### config.mk
export PLATFORM = sky130hd
export DESIGN_NAME = cheat_code_list_parser
export DESIGN_NICKNAME = d
export VERILOG_FILES = /design/src/rtl/core/ccl_pkg.sv /design/src/rtl/core/cheat_code_list_parser.sv /design/src/rtl/core/ccl_parse.sv /design/src/rtl/core/ccl_queue.sv
export SDC_FILE = /design/constraint.sdc
export NUM_CORES = 1
export LEC_CHECK = 0
export BUFFER_PORTS_ARGS = -buffer_cell sky130_fd_sc_hd__buf_2
export CORE_ASPECT_RATIO = 1.2
export CORE_UTILIZATION = 55
export DETAILED_ROUTE_END_ITERATION = 16
export HOLD_SLACK_MARGIN = 0.06
export PLACE_DENSITY = 0.72
export SYNTH_ARGS = -nofsm -noshare
export SYNTH_HDL_FRONTEND = slang
export SYNTH_SLANG_ARGS = --single-unit
### constraint.sdc
create_clock -name clock -period 8.1 [get_ports clock]
set_input_delay 1.62 -clock clock [delete_from_list [all_inputs] [get_ports clock]]
set_output_delay 1.62 -clock clock [all_outputs]
set_load 0.02 [all_outputs]
### src/rtl/core/ccl_pkg.sv
// Shared types, constants and helpers for the cheat code list parser.
`default_nettype none
package ccl_pkg;

   // field digit limits
   localparam int ADDRESS_DIGITS = 8;
   localparam int VALUE_DIGITS   = 2;

   // character counters saturate here
   localparam int CNT_W = 4;
   localparam logic [CNT_W-1:0] COUNT_MAX  = CNT_W'(9);
   localparam logic [CNT_W-1:0] ADDR_LIMIT = CNT_W'(ADDRESS_DIGITS);
   localparam logic [CNT_W-1:0] VAL_LIMIT  = CNT_W'(VALUE_DIGITS);

   // result queue
   localparam int QUEUE_DEPTH = 4;
   localparam int QPTR_W      = $clog2(QUEUE_DEPTH);
   localparam int QCNT_W      = $clog2(QUEUE_DEPTH + 1);

   // separator characters
   localparam logic [7:0] CHAR_SPACE = 8'h20;
   localparam logic [7:0] CHAR_COMMA = 8'h2c;
   localparam logic [7:0] CHAR_SEMI  = 8'h3b;

   // hex digit offsets
   localparam logic [7:0] LOWER_HEX_OFS = 8'h57;
   localparam logic [7:0] UPPER_HEX_OFS = 8'h37;
   localparam logic [4:0] NOT_HEX       = 5'd16;

   typedef struct packed {
      logic                 in_addr;
      logic                 collecting;
      logic [31:0]          addr_acc;
      logic [CNT_W-1:0]     addr_cnt;
      logic [7:0]           val_acc;
      logic [CNT_W-1:0]     val_cnt;
      logic [31:0]          offset;
   } parse_state_type;

   typedef struct packed {
      logic [31:0] address;
      logic [7:0]  value;
      logic        closing;
   } entry_type;

   localparam parse_state_type STATE_RESET = '{
      in_addr:    1'b1,
      collecting: 1'b0,
      addr_acc:   32'd0,
      addr_cnt:   '0,
      val_acc:    8'd0,
      val_cnt:    '0,
      offset:     32'd0
   };

   // digit value, or NOT_HEX
   function automatic logic [4:0] hex_digit(input logic [7:0] c);
      logic [7:0] d;
      begin
         d = 8'd16;
         if (c >= 8'h30 && c <= 8'h39) begin
            d = c - 8'h30;
         end else if (c >= 8'h61 && c <= 8'h66) begin
            d = c - LOWER_HEX_OFS;
         end else if (c >= 8'h41 && c <= 8'h46) begin
            d = c - UPPER_HEX_OFS;
         end
         return d[4:0];
      end
   endfunction

   function automatic logic [CNT_W-1:0] count_up(input logic [CNT_W-1:0] n);
      return (n < COUNT_MAX) ? n + CNT_W'(1) : COUNT_MAX;
   endfunction

   function automatic entry_type make_entry(input parse_state_type s, input logic closing);
      entry_type e;
      logic [31:0] a;
      begin
         a         = (s.addr_cnt > ADDR_LIMIT) ? 32'd0 : s.addr_acc;
         e.address = a + s.offset;
         e.value   = (s.val_cnt > VAL_LIMIT) ? 8'd0 : s.val_acc;
         e.closing = closing;
         return e;
      end
   endfunction

endpackage
`default_nettype wire

### src/rtl/core/cheat_code_list_parser.sv
// Top level of the cheat code list parser: parse state and result queue.
//
//  channel | direction | handshake            | payload
//  req     | in        | req_valid/req_stall  | character, end_of_string
//  rsp     | out       | rsp_valid/rsp_stall  | entry_address, entry_value, closing_entry
//
// One character word is taken per cycle while req_stall is low; its parse
// step is done in the cycle it is accepted and its entries (zero, one or
// two) land in a four-word queue whose head drives the rsp ports. The rsp
// side drains one word per cycle while rsp_stall is low. req_stall rises
// when fewer than two queue slots are free. Reset (synchronous) returns the
// parse state to address mode and empties the queue.
`default_nettype none
module cheat_code_list_parser
   import ccl_pkg::*;
(
   input  logic        clock,
   input  logic        reset,
   input  logic        req_valid,
   output logic        req_stall,
   input  logic [7:0]  req_character,
   input  logic        req_end_of_string,
   output logic        rsp_valid,
   input  logic        rsp_stall,
   output logic [31:0] rsp_entry_address,
   output logic [7:0]  rsp_entry_value,
   output logic        rsp_closing_entry
);

   parse_state_type   state_ff, state_in;
   parse_state_type   state_step;
   logic [1:0]        emit_cnt;
   entry_type         ent0, ent1;
   entry_type         head;
   logic [QCNT_W-1:0] q_count;
   logic              req_take;
   logic              rsp_take;

   // room for a worst-case pair of entries
   assign req_stall = (q_count > QCNT_W'(QUEUE_DEPTH - 2));
   assign req_take  = req_valid && !req_stall;
   assign rsp_valid = (q_count != '0);
   assign rsp_take  = rsp_valid && !rsp_stall;

   ccl_parse u_parse (
      .st       (state_ff),
      .char_in  (req_character),
      .last     (req_end_of_string),
      .nxt      (state_step),
      .emit_cnt (emit_cnt),
      .ent0     (ent0),
      .ent1     (ent1)
   );

   // state moves only on an accepted word
   assign state_in = req_take ? state_step : state_ff;

   always_ff @(posedge clock) begin
      if (reset) begin
         state_ff <= STATE_RESET;
      end else begin
         state_ff <= state_in;
      end
   end

   ccl_queue u_queue (
      .clock    (clock),
      .reset    (reset),
      .push_cnt (req_take ? emit_cnt : 2'd0),
      .push0    (ent0),
      .push1    (ent1),
      .pop      (rsp_take),
      .head     (head),
      .count    (q_count)
   );

   assign rsp_entry_address = head.address;
   assign rsp_entry_value   = head.value;
   assign rsp_closing_entry = head.closing;

endmodule
`default_nettype wire

### src/rtl/core/ccl_parse.sv
// Per-character parse step: next state and up to two emitted entries.
`default_nettype none
module ccl_parse
   import ccl_pkg::*;
(
   input  parse_state_type st,
   input  logic [7:0]      char_in,
   input  logic            last,
   output parse_state_type nxt,
   output logic [1:0]      emit_cnt,
   output entry_type       ent0,
   output entry_type       ent1
);

   parse_state_type mid;
   logic            emit_mid;
   entry_type       ent_mid;
   entry_type       ent_close;
   logic [4:0]      dig;

   always_comb begin
      mid      = st;
      emit_mid = 1'b0;
      ent_mid  = make_entry(st, 1'b0);
      dig      = hex_digit(char_in);

      unique case (char_in)
         CHAR_SPACE: begin
         end
         CHAR_COMMA: begin
            if (st.in_addr) begin
               mid.in_addr = 1'b0;
            end else begin
               emit_mid   = 1'b1;
               mid.offset = st.offset + 32'd1;
            end
            mid.val_acc    = 8'd0;
            mid.val_cnt    = '0;
            mid.collecting = 1'b1;
         end
         CHAR_SEMI: begin
            emit_mid       = 1'b1;
            mid.in_addr    = 1'b1;
            mid.collecting = 1'b0;
            mid.addr_acc   = 32'd0;
            mid.addr_cnt   = '0;
            mid.offset     = 32'd0;
         end
         default: begin
            if (st.collecting) begin
               if (dig != NOT_HEX) mid.val_acc = {st.val_acc[3:0], dig[3:0]};
               mid.val_cnt = count_up(st.val_cnt);
            end else begin
               if (dig != NOT_HEX) mid.addr_acc = {st.addr_acc[27:0], dig[3:0]};
               mid.addr_cnt = count_up(st.addr_cnt);
            end
         end
      endcase

      // closing entry sees the state after this character
      ent_close = make_entry(mid, 1'b1);
      nxt       = mid;
      if (last) begin
         nxt.in_addr    = 1'b1;
         nxt.collecting = 1'b0;
         nxt.addr_acc   = 32'd0;
         nxt.addr_cnt   = '0;
         nxt.offset     = 32'd0;
      end

      emit_cnt = 2'(emit_mid) + 2'(last);
      ent0     = emit_mid ? ent_mid : ent_close;
      ent1     = ent_close;
   end

endmodule
`default_nettype wire

### src/rtl/core/ccl_queue.sv
// Small result queue: pushes up to two entries per cycle, pops one.
`default_nettype none
module ccl_queue
   import ccl_pkg::*;
(
   input  logic              clock,
   input  logic              reset,
   input  logic [1:0]        push_cnt,
   input  entry_type         push0,
   input  entry_type         push1,
   input  logic              pop,
   output entry_type         head,
   output logic [QCNT_W-1:0] count
);

   entry_type         mem_ff [QUEUE_DEPTH];
   logic [QPTR_W-1:0] wr_ptr_ff, wr_ptr_in;
   logic [QPTR_W-1:0] rd_ptr_ff, rd_ptr_in;
   logic [QCNT_W-1:0] count_ff, count_in;
   logic [QPTR_W-1:0] wr_ptr_nx;

   assign wr_ptr_nx = wr_ptr_ff + QPTR_W'(1);
   assign head      = mem_ff[rd_ptr_ff];
   assign count     = count_ff;

   always_comb begin
      wr_ptr_in = wr_ptr_ff + QPTR_W'(push_cnt);
      rd_ptr_in = rd_ptr_ff + QPTR_W'(pop);
      count_in  = count_ff + QCNT_W'(push_cnt) - QCNT_W'(pop);
   end

   always_ff @(posedge clock) begin
      if (push_cnt != 2'd0) mem_ff[wr_ptr_ff] <= push0;
      if (push_cnt == 2'd2) mem_ff[wr_ptr_nx] <= push1;
   end

   always_ff @(posedge clock) begin
      if (reset) begin
         wr_ptr_ff <= '0;
         rd_ptr_ff <= '0;
         count_ff  <= '0;
      end else begin
         wr_ptr_ff <= wr_ptr_in;
         rd_ptr_ff <= rd_ptr_in;
         count_ff  <= count_in;
      end
   end

endmodule
`default_nettype wire

## Word-level counts from Yosys, hierarchy flattened

Memories as Yosys holds them, arrays and structs flattened. A register that Yosys moved wholly into a read port is not among the register bits.
Cells that the tools add are included.

- Register bits after elaboration: 89
- Bits in latches: 0
- Bits in writable memories: 164
- ROM bits: 0
- Input bits: 13
- Memories kept: 1

Memory list:

| name | words | bits a word | read ports | clocked after memory_dff | write ports | line | text |
|---|---|---|---|---|---|---|---|
| u_queue.mem_ff | 4 | 41 | 1 | 1 | 2 | ccl_queue.sv:16 | `entry_type mem_ff [QUEUE_DEPTH];` |

- $add $sub $neg: 14
- Multiply operators: 0
- Div/mod/pow operators: 0
- $lt $le $gt $ge: 13
- Equal/unequal tests: 5
- Shift operators: 0
- Multiplexer cells: 29
- Bitwise logic cells: 0
- Reductions and logical operators: 13

Operators with widths:

| cell | number |
|---|---|
| 32-bit 2-to-1 mux | 5 |
| 36-bit one-hot mux with 2 select lines | 1 |
| 32-bit adder | 2 |
| 32-bit one-hot mux with 2 select lines | 1 |
| 41-bit 2-to-1 mux | 1 |
| 38-bit 2-to-1 mux | 1 |
| 36-bit 2-to-1 mux | 1 |
| 32-bit by 1-bit adder with 32-bit output, second input constant | 1 |
| 8-bit by 6-bit == test with 1-bit output, second input constant | 3 |
| 8-bit 2-to-1 mux | 3 |
| 12-bit one-hot mux with 2 select lines | 1 |
| 8-bit by 7-bit greater-or-equal comparator with 1-bit output, second input constant | 2 |
| 8-bit by 7-bit <= comparator with 1-bit output, second input constant | 2 |
| 5-bit 2-to-1 mux | 3 |
| 5-bit subtractor, second input constant | 3 |
| 12-bit 2-to-1 mux | 1 |
| 4-bit by 1-bit adder with 4-bit output, second input constant | 2 |
| 8-bit by 6-bit greater-or-equal comparator with 1-bit output, second input constant | 1 |
| 4-bit by 2-bit greater-than comparator with 1-bit output, second input constant | 2 |
| 4-bit greater-than comparator, second input constant | 2 |
| 8-bit by 6-bit <= comparator with 1-bit output, second input constant | 1 |
| 4-bit less-than comparator, second input constant | 2 |
| 4-bit 2-to-1 mux | 2 |
| 3-bit nonzero test | 2 |
| 18 further kinds | 29 |

## Longest topological paths before layout

Gate-level depths: netlist (run 1).

- Word-level depth: 13
- Mapped depth: 23
- Gate-level depth less buffers: 21

## Modules after synthesis

From an unflattened synthesis (run 1), not the netlist that was laid out.

- Cells, all modules: 1774
- Area, all modules: 17646.9 µm²

Modules (own cells, without submodules):

| module | instances | cells an instance | area each (µm²) | sequential area each (µm²) |
|---|---|---|---|---|
| ccl_queue | 1 | 438 | 8424.3 | 5064.9 |
| ccl_parse | 1 | 956 | 6005.8 | 0.0 |
| cheat_code_list_parser | 1 | 380 | 3216.8 | 1641.6 |

## Worst setup path after synthesis (run 1)

No wires, ideal clock.

- Kind: input -> register
- Start: input req_character[0]
- End: memory u_queue.mem_ff[0][40] (netlist bit) (data pin)
- Data arrival time: 6.011 ns
- Setup slack: 1.947 ns
- Stages on the path: 20
- Cells stage by stage: inv_1 ha_1 nand2b_1 or4_1 a21oi_2 o21a_1 clkbuf_1 a22oi_1 nor2_1 ha_1 a211oi_1 o21ai_1 a22oi_1 o31a_2 o31ai_2 or4b_2 a21oi_1 xor3_1 a21o_1 o21ai_2

RTL lines:

| item | line | text |
|---|---|---|
| start: declaration | cheat_code_list_parser.sv:21 | `input logic [7:0] req_character,` |
| end: declaration | ccl_queue.sv:16 |  |

==> impl_metrics.toml, run 1 <==
[global_routing]
grt_pass1_wl_um = 71000
gr-usage-all-layers_pct = 30.9
grt_pass1_vias = 12700
grt_overflow = 0
antenna_found_initial = 0
grt_max_degree = 89

[floorplanning]
row_count = 68
die_w_um = 158
ios = 56
die_area_mm2 = 0.0298
initial_utilization_pct = 55.7
die_h_um = 189
core_mm2 = 0.0287

[detailed_routing]
ant_nets = 0
drc = 0
routed_wl_um = 46100
first_pass_iters = 8
drt-vias-per-instance = 6.60
routedWlPerCell_um = 22.3
drt-initial-drc-count = 1421
dr_total_vias = 13700

[layout]
seq_area_mm2 = 0.00667
fin_nets = 1764
area_growth_pct = 9.26
drive_above_1_share_pct = 12.9
fillers = 2405
diodes = 0
postLayoutCoreUtil_pct = 60.9
design_area_mm2 = 0.0175
layout_common_cells = "nor2_1, edfxtp_1, nand2_1"
final_common_cell = "nor2_1"
multi_input_area_mm2 = 0.00882

[worst_setup_path]
startpoint_type = "input pin"
r2r_slack_ps = 2690
regToRegStartpoint = "state_ff[44]$_SDFFE_PP0P_"
worstRegToRegCells = 19
cp_max_fo = 31
crit_path_end_kind = "flip-flop"
reg2reg_to = "u_queue.mem_ff[0][40]$_DFFE_PP_"
worstSetupPathType = "in -> reg"
worstPathRequired_ps = 8380
cp.arrival_ps = 6760

[synth]
syn_nets = 1756
synth_largest_area_cell = "edfxtp_1"
synth-seq-cells = 253
synth-edff-count = 160
synth_top_area_share_pct = 30.1
synthArstFlopShare_pct = 0
synth_cells = 1661
syn_area_per_cell_um2 = 9.62
ys.flop_type = "edfxtp_1"
netlist_area_mm2 = 0.0160
yosysSeqAreaShare_pct = 41.7
synth_area_leaders = "edfxtp_1, dfxtp_1, ha_1"
ys_types = 78
yosys_warnings = 0

[timing]
slew_violations = 0
slew_headroom_pct = 20.9
setup_viol = 0
hold_viol = 0
fin_crit_ps = 6490
fmaxAchievable_ghz = 0.154
fin_ws_ps = 1610
rsz0062_at_grt = "no"
fin_crit_sh_pct = 80.1
fin_worst_skew_ps = 19.5
tightestPinTransition_ps = 1180
tns_ps = 0

[clock_network]
cts_sinks = 253
cts_tree = "done"
htree_levels = 1
clk_latency_ps = 530
cts-root-buf = "clkbuf_16"
cts_inserted_buffers = 25
cts.repair.resized = 0
hold_buffers = 0
clockBufferDepth = 3
clk_pin_slew_ps = 70
post-cts-setup-buffers = 0

[min_path]
min_from = "u_queue.mem_ff[1][0]$_SDFFE_PP1P_"
hold_end = "u_queue.mem_ff[1][0]$_SDFFE_PP1P_"
min_path_cells = 2
hold_path_class = "reg -> reg"

[flow_run]
cap_violations = 0

[place]
io_buffers = 55
hpwl_um = 32600
place_congestion = 0.993
placedInstanceArea_mm2 = 0.0166
pre_cts_slack_ps = 1180

[pwr]
leakage_nw = 6.31
cellPowerDensity_mw_per_mm2 = 189
vdd_drop_max_uv = 128
total_power_w = 0.00330

[outcome]
status = "finished clean"
layout make-up:
| type | instances | share of cell area [%] |
|---|---|---|
| multi-input combinational | 1271 | 50.5 |
| sequential | 253 | 38.2 |
| clock buffer | 30 | 3.92 |
| timing repair buffer | 82 | 2.81 |
| tap | 385 | 2.76 |
| clock inverter | 16 | 1.05 |
| inverter | 36 | 0.774 |
power breakdown:
group | switching (W) | total, W | internal, W
registers | 0.0000219 | 0.00143 | 0.00141
clock network | 0.000498 | 0.00123 | 0.000729
logic | 0.000394 | 0.000640 | 0.000245
total | 0.000914 | 0.00330 | 0.00239
cells in the mapped netlist, types with 3 or more instances:
master	n
mux2i_1	3
mux2_2	6
inv_1	36
mux4_2	41
a22oi_1	103
dfxtp_1	93
and2_1	36
buf_1	10
o221ai_1	5
a31o_2	3
nor3_1	11
o31ai_1	8
nand3_2	4
edfxtp_1	160
xor2_1	44
fa_1	3
buf_2	3
nor2_1	190
a21o_1	31
nor3_2	3
a31oi_1	8
o22a_1	3
o22ai_1	116
o21bai_1	8
nand2_1	124
o21ai_0	96
clkbuf_1	87
a22o_1	16
or3_1	11
and4_1	4
nand4_1	13
o21a_1	14
nor2_2	7
o21ai_1	11
nor2b_1	12
nand2b_1	16
a21oi_1	98
xnor2_1	35
a211oi_1	12
and3_1	4
o211ai_1	13
nand3_1	36
ha_1	79
worst max-delay path: stages:
cell and delay [ps]:
buf_2 130, ha_1 260, and4_4 330, or2_1 370, nor2_2 220, a221oi_2 120, a311oi_4 730, nor2_1 200
ha_1 360, a211oi_1 280, o21ai_1 150, a22oi_1 360, o31a_2 250, o31ai_2 120, or4b_2 620, a21oi_1 160
xor3_1 290, a21o_1 120, o21ai_2 50
registers in the layout, indices dropped and copies added (netlist names):
signal,cells
u_queue.wr_ptr_ff,2
u_queue.rd_ptr_ff,2
u_queue.count,3
state_ff,82
u_queue.mem_ff,164
kinds of logic after synthesis:
family	count (synthesis)	synth area share (%)
AOI/OAI and AO/OA	565	22.9
xor gates and xnor gates	80	4.48
adders and majority gates	82	6.56
buffers and inverters	137	3.26
DFF	253	41.7
muxes	50	6.39
and+or+nand+nor	494	14.7
stage by stage:
stage,hold WS [ps],std cells
global route,496,2073
finish,446,2073
CTS,444,2073
global placement,429,2027
detailed placement,436,2027
floorplan,419,1661
worst max path at each step:
| stage | start | endpoint | slack (ps) | depth (start not counted) |
|---|---|---|---|---|
| after floorplan | req_character[0] | u_queue.mem_ff[0][40]$_DFFE_PP_ | 1950 | 20 |
| after global placement | req_character[0] | u_queue.mem_ff[0][40]$_DFFE_PP_ | 1290 | 19 |
| after detailed placement | req_character[0] | u_queue.mem_ff[0][40]$_DFFE_PP_ | 1180 | 19 |
| after CTS | req_character[0] | u_queue.mem_ff[0][40]$_DFFE_PP_ | 1720 | 19 |
| after global routing | req_character[0] | u_queue.mem_ff[0][40]$_DFFE_PP_ | 1240 | 21 |
| final | req_character[0] | u_queue.mem_ff[0][40]$_DFFE_PP_ | 1610 | 19 |
routing by layer:
layer | GRT usage, % | share of wire, %
met5 | 0 | 0
met4 | 11.9 | 3.8
met3 | 5.06 | 9.4
met2 | 49.0 | 45
met1 | 42.2 | 41
(Power assumes the default switching activity.)
==> run 2: changes to the inputs <==
==> constraint.sdc (replaced) <==
create_clock -name clock -period 6.7 [get_ports clock]
set_input_delay 1.34 -clock clock [delete_from_list [all_inputs] [get_ports clock]]
set_output_delay 1.34 -clock clock [all_outputs]
set_load 0.02 [all_outputs]
==> impl_metrics.toml, run 2 (synthesis gave the netlist of run 1 again) <==
[floorplanning]
initial_utilization_pct = 55.7
die_area_mm2 = 0.0298
ios = 56
core_mm2 = 0.0287
die_w_um = 158
die_h_um = 189
row_count = 68

[detailed_routing]
drt-initial-drc-count = 1389
routedWlPerCell_um = 22.6
routed_wl_um = 47500
dr_total_vias = 13900
first_pass_iters = 5
ant_nets = 0
drt-vias-per-instance = 6.62
drc = 0

[layout]
layout_common_cells = "nor2_1, edfxtp_1, nand2_1"
fin_nets = 1791
diodes = 0
drive_above_1_share_pct = 14.2
area_growth_pct = 10.7
final_common_cell = "nor2_1"
largest_reg_flops = 164
max_flop_register = "u_queue.mem_ff"

[timing]
hold_viol = 0
setup_viol = 0
fin_crit_sh_pct = 85.9
rsz0062_at_grt = "no"
fin_crit_ps = 5750
slew_headroom_pct = 21.2
fin_worst_skew_ps = 10.9
tightestPinTransition_ps = 1180
slew_violations = 0
tns_ps = 0
fmaxAchievable_ghz = 0.174

[worst_setup_path]
worstSetupEndpoint = "u_queue.mem_ff[0][40]$_DFFE_PP_"
worstSetupPathType = "in -> reg"
regToRegStartpoint = "state_ff[10]$_SDFFE_PP0P_"
reg2reg_to = "u_queue.mem_ff[0][40]$_DFFE_PP_"
cp.arrival_ps = 6040
startpoint_type = "input pin"
r2r_slack_ps = 1750
worstPathRequired_ps = 6980
crit_path_end_kind = "flip-flop"
cpPeakStageDelay_ps = 620
timing.critical_path.from = "req_character[6]"
worstRegToRegCells = 16
path_cells = "buf_2, or3b_4, nor4_2, or2_1, nor2_2, a221oi_2, a311oi_4, buf_4, nor2_1, ha_1, a211oi_1, o21ai_1, a22oi_1, o31a_2, o31ai_2, or4b_2, a21oi_1, xor3_1, a21o_1, o21ai_2"
critPathSlowestCell = "or4b_2"
cp_max_fo = 13

[global_routing]
grt_overflow = 0
grt_max_degree = 89
gr-usage-all-layers_pct = 31.9
grt_pass1_wl_um = 72900
antenna_found_initial = 0
grt_pass1_vias = 13100

[clock_network]
clockBufferDepth = 3
hold_buffers = 0
clk_latency_ps = 540
cts-root-buf = "clkbuf_16"
cts_tree = "done"
cts_sinks = 253
post-cts-setup-buffers = 0
cts.repair.resized = 0
htree_levels = 1
cts_inserted_buffers = 26
clk_pin_slew_ps = 60

[pwr]
cellPowerDensity_mw_per_mm2 = 228
vdd_drop_max_uv = 137
total_power_w = 0.00403
leakage_nw = 6.43

[flow_run]
cap_violations = 0

[place]
place_congestion = 0.923
io_buffers = 55
hpwl_um = 34000

[outcome]
status = "finished clean"

[min_path]
hold_path_class = "reg -> reg"
-- run 2: cell types whose count changed in the layout (fill, tap and decap cells not counted), moves of 2 or more --
cell / change
buf_4: +25
clkbuf_1: +4
clkbuf_16: +2
clkbuf_8: -4
clkinvlp_4: +3
inv_1: -2
-- run 2: metrics by stage --
step                      setup WS (ps)  util (%)  hold slack [ps]  std cells  area (µm²)
after global routing                583      61.7              493       2101       17700
after detailed placement            428      58.6              449       2053       16800
after CTS                           965      61.7              458       2101       17700
after global placement              574      58.6              427       2053       16800
after floorplan                     827         -              419       1661       16000
final                               945      61.7              461       2101       17700
-- run 2: layout make-up --
type | instances | area (µm²)
fillers | 2436 | 11000
clock buffers | 32 | 694
well taps | 385 | 482
multi-input cells | 1271 | 8820
flip-flops and latches | 253 | 6670
clock inverters | 16 | 194
repair buffers | 108 | 698
inverters | 36 | 135
-- run 2: worst max-delay path, delay by kind of cell --
kind                       cells  cell delay [ps]
AOI/OAI and AO/OA             10             1880
xor gates and xnor gates       1              290
adders and majority gates      1              280
buffers and inverters          2              330
and+or+nand+nor                6             1900
-- run 2: power breakdown --
group          internal, W  leakage, nW  switching, W
Clock             0.000894        0.429      0.000618
Combinational     0.000301         3.72      0.000458
Sequential         0.00171         2.27     0.0000564
-- run 2: metal layers --
metal | up-vias | global-route usage, % | share of wire [%]
met5 | - | 0 | 0
met4 | 0 | 11.7 | 3.5
met3 | 109 | 4.74 | 8.6
met2 | 721 | 53.6 | 48
met1 | 6683 | 41.3 | 40
li1 | 6393 | - | -
-- run 2: how the worst min path moves through the flow --
stage,from,to,slack [ps],cells past startpoint
2_1_floorplan,u_queue.mem_ff[1][0]$_SDFFE_PP1P_,u_queue.mem_ff[1][0]$_SDFFE_PP1P_,420,2
3_3_place_gp,u_queue.mem_ff[1][0]$_SDFFE_PP1P_,u_queue.mem_ff[1][0]$_SDFFE_PP1P_,430,2
3_5_place_dp,u_queue.mem_ff[1][0]$_SDFFE_PP1P_,u_queue.mem_ff[1][0]$_SDFFE_PP1P_,450,2
4_1_cts,u_queue.mem_ff[1][0]$_SDFFE_PP1P_,u_queue.mem_ff[1][0]$_SDFFE_PP1P_,460,2
5_1_grt,u_queue.mem_ff[2][0]$_SDFFE_PP1P_,u_queue.mem_ff[2][0]$_SDFFE_PP1P_,490,2
6_report,u_queue.mem_ff[1][0]$_SDFFE_PP1P_,u_queue.mem_ff[1][0]$_SDFFE_PP1P_,460,2
